===== config.mk =====
export PLATFORM = sky130hd
export DESIGN_NAME = lrp_ctrl
export DESIGN_NICKNAME = d
export VERILOG_FILES = /design/src/rtl/core/lrp_pkg.sv /design/src/rtl/core/lrp_ctrl.sv
export SDC_FILE = /design/constraint.sdc
export NUM_CORES = 1
export LEC_CHECK = 0
export CAP_MARGIN = 10
export CELL_PAD_IN_SITES_DETAIL_PLACEMENT = 0
export CELL_PAD_IN_SITES_GLOBAL_PLACEMENT = 1
export CORE_UTILIZATION = 40
export DETAILED_ROUTE_END_ITERATION = 7
export DONT_BUFFER_PORTS = 1
export GPL_TIMING_DRIVEN = 1
export PLACE_DENSITY = 0.84
export SYNTH_ARGS = -nofsm -noshare
export SYNTH_HDL_FRONTEND = slang
export SYNTH_SLANG_ARGS = --single-unit

===== constraint.sdc =====
create_clock -name clk -period 1.9 [get_ports clk]
set_clock_uncertainty 0.05 [all_clocks]
set_input_delay 0.095 -clock clk [delete_from_list [all_inputs] [get_ports clk]]
set_output_delay 0.095 -clock clk [all_outputs]
set_load 0.01 [all_outputs]

===== src/rtl/core/lrp_pkg.sv =====
// Package for the LR table-driven parser: sizes, codes and the
// controller/datapath command and status bundles. No dependencies.
package lrp_pkg;

  localparam int STATES       = 256;
  localparam int TERMINALS    = 64;
  localparam int NONTERMINALS = 32;
  localparam int RULES        = 128;
  localparam int STACK_DEPTH  = 256;

  localparam int STATE_W = $clog2(STATES);
  localparam int TERM_W  = $clog2(TERMINALS);
  localparam int NT_W    = $clog2(NONTERMINALS);
  localparam int RULE_W  = $clog2(RULES);
  localparam int SP_W    = $clog2(STACK_DEPTH);
  localparam int CNT_W   = SP_W + 1;
  localparam int LEN_W   = 4;
  localparam int LIM_W   = 6;

  localparam int ACT_AW  = STATE_W + TERM_W;
  localparam int GOTO_AW = STATE_W + NT_W;
  localparam int ACT_DW  = 2 + STATE_W;
  localparam int GOTO_DW = 1 + STATE_W;
  localparam int RULE_DW = NT_W + LEN_W;

  localparam logic [LIM_W-1:0] LIMIT_RESET = 6'd63;

  typedef enum logic [2:0] {
    CMD_ACT_WR  = 3'd0,
    CMD_GOTO_WR = 3'd1,
    CMD_RULE_WR = 3'd2,
    CMD_START   = 3'd3,
    CMD_TOKEN   = 3'd4
  } cmd_t;

  typedef enum logic [1:0] {
    ACT_ERROR  = 2'd0,
    ACT_SHIFT  = 2'd1,
    ACT_REDUCE = 2'd2,
    ACT_ACCEPT = 2'd3
  } act_t;

  typedef enum logic [3:0] {
    K_REDUCE  = 4'd0,
    K_SHIFT   = 4'd1,
    K_ACCEPT  = 4'd2,
    K_NOACT   = 4'd3,
    K_NOGOTO  = 4'd4,
    K_UNDER   = 4'd5,
    K_OVER    = 4'd6,
    K_LIMIT   = 4'd7,
    K_ACK     = 4'd8,
    K_STARTED = 4'd9,
    K_IGNORED = 4'd10
  } kind_t;

  typedef enum logic [1:0] {
    PH_IDLE = 2'd0,
    PH_RUN  = 2'd1,
    PH_ACC  = 2'd2,
    PH_REJ  = 2'd3
  } phase_t;

  typedef enum logic [3:0] {
    ST_CLEAR, ST_IDLE, ST_DISPATCH, ST_WRITE, ST_START, ST_IGNORE,
    ST_ACT_RD, ST_ACT_EV, ST_RULE_EV, ST_STK_EV, ST_GOTO_EV
  } state_t;

  typedef struct packed {
    logic  in_ready;
    logic  cap;
    logic  clr_step;
    logic  tbl_wr;
    logic  start;
    logic  red_clr;
    logic  act_rd;
    logic  rule_rd;
    logic  stk_rd;
    logic  goto_rd;
    logic  shift;
    logic  reduce;
    logic  accept;
    logic  reject;
    logic  emit;
    kind_t kind;
    logic  last;
  } ctrl_cmd_t;

  typedef struct packed {
    logic clr_done;
    logic out_free;
    cmd_t cmd;
    logic run;
    act_t act_kind;
    logic rule_bad;
    logic limit_hit;
    logic count_zero;
    logic over_shift;
    logic underflow;
    logic goto_ok;
    logic over_red;
    logic wr_ok;
  } dp_stat_t;

endpackage


===== src/rtl/core/lrp_ctrl.sv =====
// Parser controller: sequences table clear, writes and the per-token
// action/rule/stack/goto lookups. Depends on lrp_pkg.
module lrp_ctrl import lrp_pkg::*; (
  input  logic      clk,
  input  logic      rst,
  input  logic      in_valid,
  input  dp_stat_t  stat,
  output ctrl_cmd_t ctl
);
  state_t state, state_next;
  logic   term;     // token ends with this result
  logic   red_go;   // reduction completes
  kind_t  dec_kind;

  // outcome decode of the evaluation states
  always_comb begin
    term     = 1'b0;
    red_go   = 1'b0;
    dec_kind = K_REDUCE;
    case (state)
      ST_ACT_EV: begin
        if (stat.count_zero) begin
          term = 1'b1; dec_kind = K_UNDER;
        end else if (stat.act_kind == ACT_ERROR ||
                     (stat.act_kind == ACT_REDUCE && stat.rule_bad)) begin
          term = 1'b1; dec_kind = K_NOACT;
        end else if (stat.act_kind == ACT_ACCEPT) begin
          term = 1'b1; dec_kind = K_ACCEPT;
        end else if (stat.act_kind == ACT_SHIFT) begin
          term = 1'b1; dec_kind = stat.over_shift ? K_OVER : K_SHIFT;
        end else if (stat.limit_hit) begin
          term = 1'b1; dec_kind = K_LIMIT;
        end
      end
      ST_RULE_EV: begin
        if (stat.underflow) begin
          term = 1'b1; dec_kind = K_UNDER;
        end
      end
      ST_GOTO_EV: begin
        if (!stat.goto_ok) begin
          term = 1'b1; dec_kind = K_NOGOTO;
        end else if (stat.over_red) begin
          term = 1'b1; dec_kind = K_OVER;
        end else begin
          red_go = 1'b1;
        end
      end
      default: ;
    endcase
  end

  // next state
  always_comb begin
    state_next = state;
    case (state)
      ST_CLEAR:    if (stat.clr_done) state_next = ST_IDLE;
      ST_IDLE:     if (in_valid) state_next = ST_DISPATCH;
      ST_DISPATCH: begin
        case (stat.cmd)
          CMD_ACT_WR, CMD_GOTO_WR, CMD_RULE_WR: state_next = ST_WRITE;
          CMD_START: state_next = ST_START;
          CMD_TOKEN: state_next = stat.run ? ST_ACT_RD : ST_IGNORE;
          default:   state_next = ST_IGNORE;
        endcase
      end
      ST_WRITE, ST_START, ST_IGNORE: if (stat.out_free) state_next = ST_IDLE;
      ST_ACT_RD:   state_next = ST_ACT_EV;
      ST_ACT_EV: begin
        if (term) begin
          if (stat.out_free) state_next = ST_IDLE;
        end else begin
          state_next = ST_RULE_EV;
        end
      end
      ST_RULE_EV: begin
        if (term) begin
          if (stat.out_free) state_next = ST_IDLE;
        end else begin
          state_next = ST_STK_EV;
        end
      end
      ST_STK_EV:   state_next = ST_GOTO_EV;
      ST_GOTO_EV:  if (stat.out_free) state_next = term ? ST_IDLE : ST_ACT_RD;
      default:     state_next = ST_IDLE;
    endcase
  end

  // command outputs
  always_comb begin
    ctl      = '0;
    ctl.kind = K_REDUCE;
    case (state)
      ST_CLEAR: ctl.clr_step = 1'b1;
      ST_IDLE: begin
        ctl.in_ready = 1'b1;
        ctl.cap      = in_valid;
      end
      ST_DISPATCH: ctl.red_clr = 1'b1;
      ST_WRITE: begin
        ctl.tbl_wr = stat.out_free & stat.wr_ok;
        ctl.emit   = stat.out_free;
        ctl.kind   = stat.wr_ok ? K_ACK : K_IGNORED;
        ctl.last   = 1'b1;
      end
      ST_START: begin
        ctl.start = stat.out_free;
        ctl.emit  = stat.out_free;
        ctl.kind  = K_STARTED;
        ctl.last  = 1'b1;
      end
      ST_IGNORE: begin
        ctl.emit = stat.out_free;
        ctl.kind = K_IGNORED;
        ctl.last = 1'b1;
      end
      ST_ACT_RD: ctl.act_rd = 1'b1;
      ST_STK_EV: ctl.goto_rd = 1'b1;
      ST_ACT_EV, ST_RULE_EV, ST_GOTO_EV: begin
        ctl.rule_rd = (state == ST_ACT_EV) & ~term;
        ctl.stk_rd  = (state == ST_RULE_EV) & ~term;
        if (term) begin
          ctl.emit   = stat.out_free;
          ctl.kind   = dec_kind;
          ctl.last   = 1'b1;
          ctl.shift  = stat.out_free & (dec_kind == K_SHIFT);
          ctl.accept = stat.out_free & (dec_kind == K_ACCEPT);
          ctl.reject = stat.out_free & (dec_kind != K_SHIFT) & (dec_kind != K_ACCEPT);
        end else if (red_go) begin
          ctl.emit   = stat.out_free;
          ctl.reduce = stat.out_free;
          ctl.kind   = K_REDUCE;
        end
      end
      default: ;
    endcase
  end

  always_ff @(posedge clk) begin
    if (rst) begin
      state <= ST_CLEAR;
    end else begin
      state <= state_next;
    end
  end
endmodule


-- Word level (Yosys, flattened, before mapping)
Index checks and enable logic that the tools add are counted.
- register bits: 4
- latch bits: 0
- RAM bits: 0
- memory bits (read-only): 0
- bits of input ports: 19
- output and inout bits: 20
- memories: 0
- $add $sub $neg: 0
- multiply operators: 0
- div/mod/pow operators: 0
- $lt $le $gt $ge: 0
- eq/ne operators: 24
- shift-type cells: 0
- multiplexer cells: 50
- bitwise gates (word level): 8
- reductions and logical operators: 9
- operator list (operator ; count):
    one-hot mux 4 bit (9 select lines) ; 1
    2-to-1 mux 3 bit ; 10
    2-to-1 mux 4 bit ; 7
    one-hot mux 6 bit (4 select lines) ; 1
    2-to-1 mux 1 bit ; 21
    one-hot mux 3 bit (3 select lines) ; 2
    == test 4 x 3 -> 1 bit (second input constant) ; 4
    == test 4 x 2 -> 1 bit (second input constant) ; 3
    == test 4 bit (second input constant) ; 3
    2-to-1 mux 2 bit ; 5
    2-to-1 mux 5 bit ; 2
    OR reduction 3 bit ; 3
    == test 4 x 1 -> 1 bit (second input constant) ; 2
    AND 1 bit ; 7
    == test 3 x 2 -> 1 bit (second input constant) ; 2
    inequality test 2 bit (second input constant) ; 3
    == test 2 bit (second input constant) ; 2
    logical NOT 4 bit ; 1
    inequality test 4 x 1 -> 1 bit (second input constant) ; 1
    inequality test 4 x 2 -> 1 bit (second input constant) ; 1
    == test 3 x 1 -> 1 bit (second input constant) ; 1
    == test 3 bit (second input constant) ; 1
    logical NOT 3 bit ; 1
    one-hot mux 1 bit (3 select lines) ; 1
    6 further kinds ; 6

-- Depth between registers and ports, before layout
Gate-level depths: netlist of the first run.
- depth in word-level cells: 11
- depth in mapped cells: 8

-- Worst setup path before layout of the first run
OpenSTA, ideal clock, no wires.
- kind: register to output
- start: reg state[0]
- end: out ctl[6] (netlist name)
- data arrival time: 1.419 ns
- required time: 1.755 ns
- path slack: 0.336 ns
- cell stages (with the launch flop): 7
- path buffers: 1
- cells stage by stage: dfxtp_1 buf_6 nand4b_4 a2111oi_2 a31oi_1 xor2_1 o211a_1
- RTL lines (what ; line ; source):
    from (decl) ; lrp_ctrl.sv:10 ; state_t state, state_next;
    from (signal assigned) ; lrp_ctrl.sv:143 ; state <= state_next;
    to (decl) ; lrp_ctrl.sv:8 ; output ctrl_cmd_t ctl

==> reports/qor.txt, run 1 <==
P_leak = 0.000470 uW
Final WS setup = 27.8 ps
proportion of power drawn by combinational gates = 0.302
GP Congestion = 0.870
Syn Nets = 133
post-place setup slack = 76.9 ps
YS warnings = 0
1st-pass router iterations = 4
post-synth top area share = 0.0947
IR drop worst, VDD = 0.000324 V
Die Area = 2300 sq um
Crit. Startpoint = state[2]$_SDFFE_PP0P_
final layout net count = 157
clk slew on worst S/H paths = 40 ps
relative slew slack = 0.620
predominant post-synthesis flop cell = dfxtp_1
area leader, netlist = dfxtp_1
synth top area cells = dfxtp_1 (9.5%), nor2_1 (6.7%), a21oi_1 (6.5%)
latest clock arrival within the worst-skew pair = 240 ps
Die H = 48.0 um
Critical Path Fanout Max = 8
period utilisation layout = 0.985
max-cap violation count = 0
worst path required time = 1750 ps
final core utilization = 0.549
Syn Area/Cell = 7.42 sq um
number of global-route vias before repair = 808
Hold WS = 31.4 ps
# placed instances = 145
startpoint types = flop
pin count of the biggest net entering global routing = 15
Post-Syn Instances = 114
Synth cell types = 46
Sequential Power Share = 0.321
hpwl dp = 1870 um
share of cells above drive strength 1 = 0.368
r2r worst-path depth = 8
RSZ-0062 raised after global routing = true
CTS tree = yes
Min-Delay Endpoint = state[1]$_SDFFE_PP0P_
Crit Reg-Reg Startpoint = state[2]$_SDFFE_PP0P_
Syn-to-layout area delta = 28.5%
reg2reg setup slack = 80 ps
hold path startpoint = stat[14]
Site Rows = 16
PwrDens = 263 nW/um^2
FF+latch count, synth = 4
biggest regs = state: 4 flops
# diodes = 0
initial antenna violation count = 0
root buf cell = clkbuf_4
Pint = 193 uW
clock network power share = 0.376
# IOs = 39
final antenna-violating net count = 0
Top reg by flops = state
clk buf depth = 2
Starting Density = 0.427
core area = 1980 sq um
# port buffers = 0
die width = 48.0 um
P_sw = 93.1 uW
Least-Margin Pin Slew = 565 ps
Hold Path Class = input port to flop
Final setup viols = 0
Final Non-Filler Cells = 163
Tmin final = 1870 ps
Switching Share = 0.325
WL/cell = 17.2 um
initial drt markers = 37
EDFF count, synth = 0
Netlist Area Pre-Place = 846 sq um
Global Route Usage Sum = 0.221
kind of critical path = flop to primary output
Num CTS Buffers = 3
Final Hold Viols = 0
Post-synth ARST share = 0
status = finished clean
Largest register FFs = 4
CP arrival = 1730 ps
DR vias/cell = 6.14
f_max = 534 MHz
Crit. End Element = primary output
DRC = 0
reg2reg end = state[1]$_SDFFE_PP0P_
worst hold path depth = 3
H-tree lvl count = 1
post-synthesis sequential area ratio = 0.0947
vias = 1001
first-pass GRT wire length = 3580 um
CTS sink cnt = 4
WL final = 2800 um
Slew Viols, Final = 0
remaining global-route overflow = 0
==> cells in the final DEF (no fill, tap or decap), types with 2 or more instances in the layout <==
cell type   n
buf_4      22
nor2_1     15
a21oi_1    11
nand2_1     8
o21ai_0     6
nor2b_1     5
inv_1       4
and3_1      4
nand2b_1    4
nor2_4      3
o31ai_1     3
o22ai_1     3
clkbuf_4    3
dfxtp_4     3
nor4b_2     2
a2111oi_4   2
nor3_1      2
a21o_1      2
o211a_1     2
nor4_1      2
nand3_1     2
==> cells in the mapped netlist (2+ instances only) <==
| master | instances |
|---|---|
| a21o_1 | 2 |
| buf_6 | 3 |
| o21ai_0 | 6 |
| o211a_1 | 2 |
| nor4b_2 | 2 |
| nor4_1 | 2 |
| nor2_1 | 15 |
| o31ai_1 | 3 |
| nand2b_1 | 4 |
| and3_1 | 4 |
| a21oi_1 | 11 |
| nor2b_1 | 5 |
| inv_1 | 4 |
| a31oi_1 | 2 |
| dfxtp_1 | 4 |
| nand3_1 | 2 |
| buf_2 | 2 |
| nor3_1 | 2 |
| nand2_1 | 8 |
| nor2_4 | 3 |
| o22ai_1 | 3 |
==> what timing repair did <==
action,4_1_cts,5_1_grt
setup endpoints to repair,3,4
hold buffers,1,0
setup buffers,3,11
endpoints found under the hold margin,4,0
resized for setup,4,8
pin swaps,1,4
==> routing by layer <==
metal,vias to the layer above,wire length (um),part of all wire,GRT usage
met1,478,1170,0.42,0.308
met3,2,227,0.081,0.0604
met5,-,0,0,0
met2,54,1380,0.49,0.351
met4,0,21,0.0075,0.0167
li1,467,-,-,-
==> power groups by stage <==
stage | logic, uW | registers (uW) | clock network (uW)
after detailed placement | 75.1 | 95.4 | 0
after CTS | 78.5 | 93.5 | 107
after global routing | 93.8 | 92.4 | 116
after global placement | 74.5 | 95.3 | 0
after floorplan | 68.0 | 90.2 | 0
final | 86.6 | 92.0 | 108
==> worst max-delay path: stages, from the launching register on <==
cell,delay (ps)
dfxtp_4,370
buf_8,140
nor2_4,130
nand3b_1,150
o22ai_2,270
xor2_1,190
o211a_1,230
==> logic make-up (layout without fill, tap and decap cells) <==
group                  count (synthesis)  count (layout)  synth area share
AND/OR/NAND/NOR                       58              58             0.448
AO/OA/AOI/OAI                         38              38             0.348
buffers and inverters                 12              34            0.0858
flip-flops                             4               4            0.0947
XOR/XNOR                               1               1            0.0104
multiplexers                           1               1            0.0133
==> worst max path at each step <==
stage,to,slack (ps),cells past startpoint
after CTS,ctl[6],10,6
after detailed placement,ctl[6],80,6
after global placement,ctl[6],100,6
after floorplan,ctl[6],340,6
final,ctl[6],30,6
after global routing,ctl[6],-50,6
==> stage by stage <==
step	total power [uW]	cell area, sq um	setup TNS (ps)
floorplan	158	846	0
global placement	170	907	0
detailed placement	170	907	0
CTS	279	968	0
global route	302	1090	-48.6
finish	286	1090	0
==> cell type report <==
cell class	instances	area, sq um
Timing Repair Buffer	25	201
Multi-Input combinational cell	98	712
Tap cell	27	33.8
Clock buffer	3	22.5
Fill cell	192	895
Sequential cell	4	92.6
Inverter	6	25.0
(Power assumes the default switching activity.)
==> run 2, diff against run 1 <==
Settings changed: CORE_UTILIZATION 40 to 38, PLACE_DENSITY 0.84 to 0.83.
Clock period 1.9 ns to 1.6 ns, I/O delays scaled along.
==> run 2 against run 1 <==
Critical path depth stayed put. Critical path type unchanged. Global-route usage is 2.5 points higher. Sequential share of layout area is 1.9 points lower. Worst hold slack improved by 43 ps. Sequential power up 12%. Flip-flop and latch count unchanged. The flow now finishes with violations (setup timing). Cell area up 32%. Final cell count is 11% higher. Combinational power is 61% higher.
==> reports/qor.txt, run 2 (synthesis results as in run 1) <==
status = finished with violations
failing checks = setup timing
Critical Path Fanout Max = 5 (-3)
DR vias/cell = 6.01 (-2.2%)
most frequent cells in the layout = buf_4 (26), buf_6 (16), nor2_1 (12)
Final setup viols = 14 (+14)
P_leak = 0.000574 uW (+22%)
Crit. End Element = primary output
Site Rows = 16 (unchanged)
Crit Reg-Reg Startpoint = state[2]$_SDFFE_PP0P_
RSZ-0062 raised after global routing = true
Die H = 49.2 um (+2.5%)
root buf cell = clkbuf_4
f_max = 549 MHz
remaining global-route overflow = 0 (unchanged)
final antenna-violating net count = 0 (unchanged)
PwrDens = 252 nW/um^2 (-4.2%)
vias = 1087 (+8.6%)
Design Area, Final = 1430 sq um (+32%)
startpoint types = flop
Top reg by flops = state
CTS tree = yes
final layout net count = 175 (+11%)
Slew Viols, Final = 0 (unchanged)
clk buf depth = 2 (unchanged)
Starting Density = 0.418 (-0.00845)
pin count of the biggest net entering global routing = 10 (-5)
kind of critical path = flop to primary output
Largest register FFs = 4 (unchanged)
CP arrival = 1690 ps (-40 ps)
hpwl dp = 1980 um (+6.2%)
max-cap violation count = 0 (unchanged)
Least-Margin Pin Slew = 536 ps (-29.0 ps)
relative slew slack = 0.639 (+0.0198)
clk slew on worst S/H paths = 40 ps (about the same)
Hold WS = 74.2 ps (+42.8 ps)
Global Route Usage Sum = 0.245 (+0.0246)
H-tree lvl count = 1 (unchanged)
die width = 49.2 um (+2.5%)
Hold Path Class = input port to flop
first-pass GRT wire length = 4650 um (+30%)
core area = 2020 sq um (+2.0%)
initial antenna violation count = 0 (unchanged)
DRC = 0 (unchanged)
initial drt markers = 30 (-19%)
most common cell after layout, fill and taps aside = buf_4
Num CTS Buffers = 3 (unchanged)
period utilisation layout = 1.14
Multi-input gate area = 870 sq um (+22%)
share of cells above drive strength 1 = 0.578 (+0.210)
Final Hold Viols = 0 (unchanged)
Tmin final = 1820 ps
# IOs = 39 (unchanged)
WL/cell = 17.5 um (+1.6%)
biggest regs = state: 4 flops
WL final = 3160 um (+13%)
CTS sink cnt = 4 (unchanged)
1st-pass router iterations = 4 (unchanged)
hold path startpoint = stat[14]
Register Area = 95.1 sq um (+2.7%)
worst path required time = 1470 ps (-280 ps)
Syn-to-layout area delta = 69.2%
Final WS setup = -223 ps (-250 ps)
fillers = 138 (-28%)
latest clock arrival within the worst-skew pair = 230 ps (about the same)
number of global-route vias before repair = 985 (+22%)
# diodes = 0 (unchanged)
IR drop worst, VDD = 0.000331 V (+2.3%)
Crit. Startpoint = state[2]$_SDFFE_PP0P_
placed inst area = 1070 sq um (+18%)
Die Area = 2420 sq um (+5.0%)
# port buffers = 0 (unchanged)
GP Congestion = 0.835 (-4.0%)
## run 2: cell type report
type | count | area share
clock buffers | 3 | 0.0157
repair buffers | 43 | 0.269
inverters | 6 | 0.0175
flip-flops and latches | 4 | 0.0664
multi-input cells | 98 | 0.608
well taps | 27 | 0.0236
## run 2: repair_timing
action                                  CTS  global route
endpoints found under the setup margin   20            16
gates cloned                              0             0
endpoints found under the hold margin     4             0
pin swaps                                10            11
resized for setup                        36            27
buffers inserted                          8             3
hold buffers                              1             0
## run 2: layer usage
metal	global-route usage	routed length [um]	share of wire
met1	0.294	1320	0.42
met2	0.445	1670	0.53
met3	0.0312	114	0.036
met4	0.0735	55	0.017
met5	0	0	0
## run 2: worst paths after layout
path	to	slack, ps	depth (start not counted)
worst max-delay path	ctl[6]	-220	6
worst min-delay path	state[1]$_SDFFE_PP0P_	70	3
worst max register to register	state[1]$_SDFFE_PP0P_	-190	7
worst min register to register	state[3]$_SDFFE_PP0P_	780	4
## run 2: critical path: stages (launching register included)
cell and delay (ps):
dfxtp_4 360, buf_6 130, nand4bb_1 280, a2bb2oi_4 240, nand2_4 130, buf_6 130, o211a_1 190
## run 2: through the flow
step / cells / TNS, ps / power, uW / utilization / setup slack [ps]
global route: 181 / -2430 / 383 / 0.708 / -279
detailed placement: 167 / -785 / 215 / 0.530 / -148
global placement: 167 / -480 / 212 / 0.530 / -118
floorplan: 114 / 0 / 188 / - / 51.1
finish: 181 / -1640 / 361 / 0.708 / -223
CTS: 178 / -784 / 354 / 0.643 / -197
## run 2: where the power goes
group	total [uW]	internal, uW	switching (uW)	leakage, uW
combinational	139	65.5	73.3	0.000524
clock	119	83.4	35.2	0.0000138
sequential	103	98.4	5.01	0.0000355
total	361	247	114	0.000574
==> run 3, diff against run 2 <==
Settings changed: REMOVE_ABC_BUFFERS set to 1, TNS_END_PERCENT set to 1.
==> run 3 against run 2 <==
The flow still finishes with violations (setup timing). Global-route usage is 0.96 points lower. Total power is 1.2% lower. Clock power is essentially flat. Worst hold slack improved by 23 ps. Combinational power is 4% lower. Critical path type unchanged. Largest cell class unchanged. Highest routed layer unchanged.
==> reports/qor.txt, run 3 (synthesis results as in run 1) <==
CP arrival = 1610 ps (-80 ps)
Final setup viols = 8 (-6)
Final Hold Viols = 0 (unchanged)
IR drop worst, VDD = 0.000347 V (+5.0%)
period utilisation layout = 1.09 (-0.0515)
PwrDens = 290 nW/um^2 (+15%)
# IOs = 39 (unchanged)
H-tree lvl count = 1 (unchanged)
number of global-route vias before repair = 1040 (+5.6%)
biggest regs = state: 4 flops
status = finished with violations
core area = 2020 sq um (unchanged)
P_leak = 0.000530 uW (-7.6%)
latest clock arrival within the worst-skew pair = 230 ps (about the same)
Syn-to-layout area delta = 45.4%
max-cap violation count = 0 (unchanged)
clk slew on worst S/H paths = 40 ps (about the same)
first-pass GRT wire length = 4550 um (-2.1%)
clk buf depth = 2 (unchanged)
worst path bufs/invs = 1 (-1)
# diodes = 0 (unchanged)
Hold Path Class = input port to flop
Die H = 49.2 um (unchanged)
Crit. End Element = primary output
WL/cell = 16.3 um (-6.9%)
1st-pass router iterations = 4 (unchanged)
Top reg by flops = state
Num CTS Buffers = 3 (unchanged)
worst path required time = 1470 ps (about the same)
most common cell after layout, fill and taps aside = buf_4
kind of critical path = flop to primary output
f_max = 575 MHz (+4.7%)
DR vias/cell = 5.97 (-0.58%)
Top Family by Delay on Critical Path = compound AO/OA/AOI/OAI gates
relative slew slack = 0.653 (+0.0132)
Slowest Stage Delay on Critical Path = 370 ps (about the same)
DRC = 0 (unchanged)
CTS tree = yes
root buf cell = clkbuf_4
Least-Margin Pin Slew = 515 ps (-20.9 ps)
vias = 1027 (-5.5%)
share of cells above drive strength 1 = 0.462 (-0.116)
Site Rows = 16 (unchanged)
most frequent cells in the layout = buf_4 (26), nor2_1 (13), a21oi_1 (8)
final antenna-violating net count = 0 (unchanged)
startpoint types = flop
Power Total = 356 uW (-1.2%)
Final WS setup = -140 ps (+82.4 ps)
die width = 49.2 um (unchanged)
Final Non-Filler Cells = 172 (-5.0%)
Starting Density = 0.418 (unchanged)
fillers = 180 (+30%)
GP Congestion = 0.845 (+1.1%)
final layout net count = 166 (-5.1%)
Global Route Usage Sum = 0.236 (-0.00957)
pin count of the biggest net entering global routing = 11 (+1)
# port buffers = 0 (unchanged)
initial antenna violation count = 0 (unchanged)
Slew Viols, Final = 0 (unchanged)
initial drt markers = 33 (+10%)
slowest CP cell = dfxtp_4
Critical Path Fanout Max = 6 (+1)
Largest register FFs = 4 (unchanged)
# placed instances = 158 (-5.4%)
hpwl dp = 1930 um (-2.5%)
RSZ-0062 raised after global routing = true
CTS sink cnt = 4 (unchanged)
failing checks = setup timing
Tmin final = 1740 ps (-82.4 ps)
WL final = 2800 um (-11%)
remaining global-route overflow = 0 (unchanged)
Die Area = 2420 sq um (unchanged)
CP cell instances = buf_6 -> nand4b_4 -> a2111oi_4 -> a31oi_2 -> xor2_1 -> o211a_1
[run 3: changes by cell type in the layout (fill, tap and decap cells not counted), moves of 2 or more]
cell | previous run | this run
o21ai_0 | 3 | 5
and3_4 | 2 | 0
buf_6 | 16 | 6
nor2b_1 | 2 | 4
o21ai_2 | 2 | 0
and3_1 | 2 | 4
[run 3: routing by layer]
| layer | vias up | global-route usage | wire length [um] |
|---|---|---|---|
| met5 | - | 0 | 0 |
| met4 | 0 | 0.0980 | 21 |
| met3 | 2 | 0.0405 | 175 |
| met2 | 51 | 0.418 | 1430 |
| met1 | 484 | 0.274 | 1170 |
| li1 | 490 | - | - |
[run 3: final cells by class]
class                      instances  area (sq um)  area share
tap                               27          33.8      0.0275
clock buffer                       3          22.5      0.0183
multi-input combinational         98           771       0.627
inverter                           6          25.0      0.0203
sequential                         4          95.1      0.0773
timing repair buffer              34           283       0.230
[run 3: path summary, 6_finish.rpt]
| path | startpoint | slack [ps] | end | depth (start not counted) |
|---|---|---|---|---|
| min | stat[3] | 100 | state[0]$_SDFFE_PP0P_ | 3 |
| max reg2reg | state[0]$_SDFFE_PP0P_ | -80 | state[1]$_SDFFE_PP0P_ | 5 |
| max | state[1]$_SDFFE_PP0P_ | -140 | ctl[6] | 6 |
| min reg2reg | state[1]$_SDFFE_PP0P_ | 720 | state[0]$_SDFFE_PP0P_ | 3 |
[run 3: repair_timing]
action | 4_1_cts | 5_1_grt
pin swaps | 11 | 2
resized for setup | 29 | 4
buffers inserted | 9 | 0
hold endpoints to repair | 4 | 1
hold buffers | 1 | 1
endpoints found under the setup margin | 18 | 16
gates cloned | 0 | 0
[run 3: report_power, final]
group	internal, uW	switching [uW]
combinational	67.1	65.4
sequential	98.4	6.38
clock	83.5	35.6
total	249	107
[run 3: tightest hold or removal path, cell delays in order]
cell and delay (ps):
a21oi_1 60, o22ai_1 120, a21oi_1 80
[run 3: per-stage QoR]
step	hold WS [ps]	setup slack [ps]	TNS (ps)	util	area, sq um
finish	96.7	-140	-620	0.608	1230
floorplan	102	-200	-576	-	798
global placement	105	-126	-355	0.497	1000
global route	106	-199	-1550	0.608	1230
CTS	13.9	-115	-492	0.598	1210
detailed placement	109	-126	-544	0.497	1000
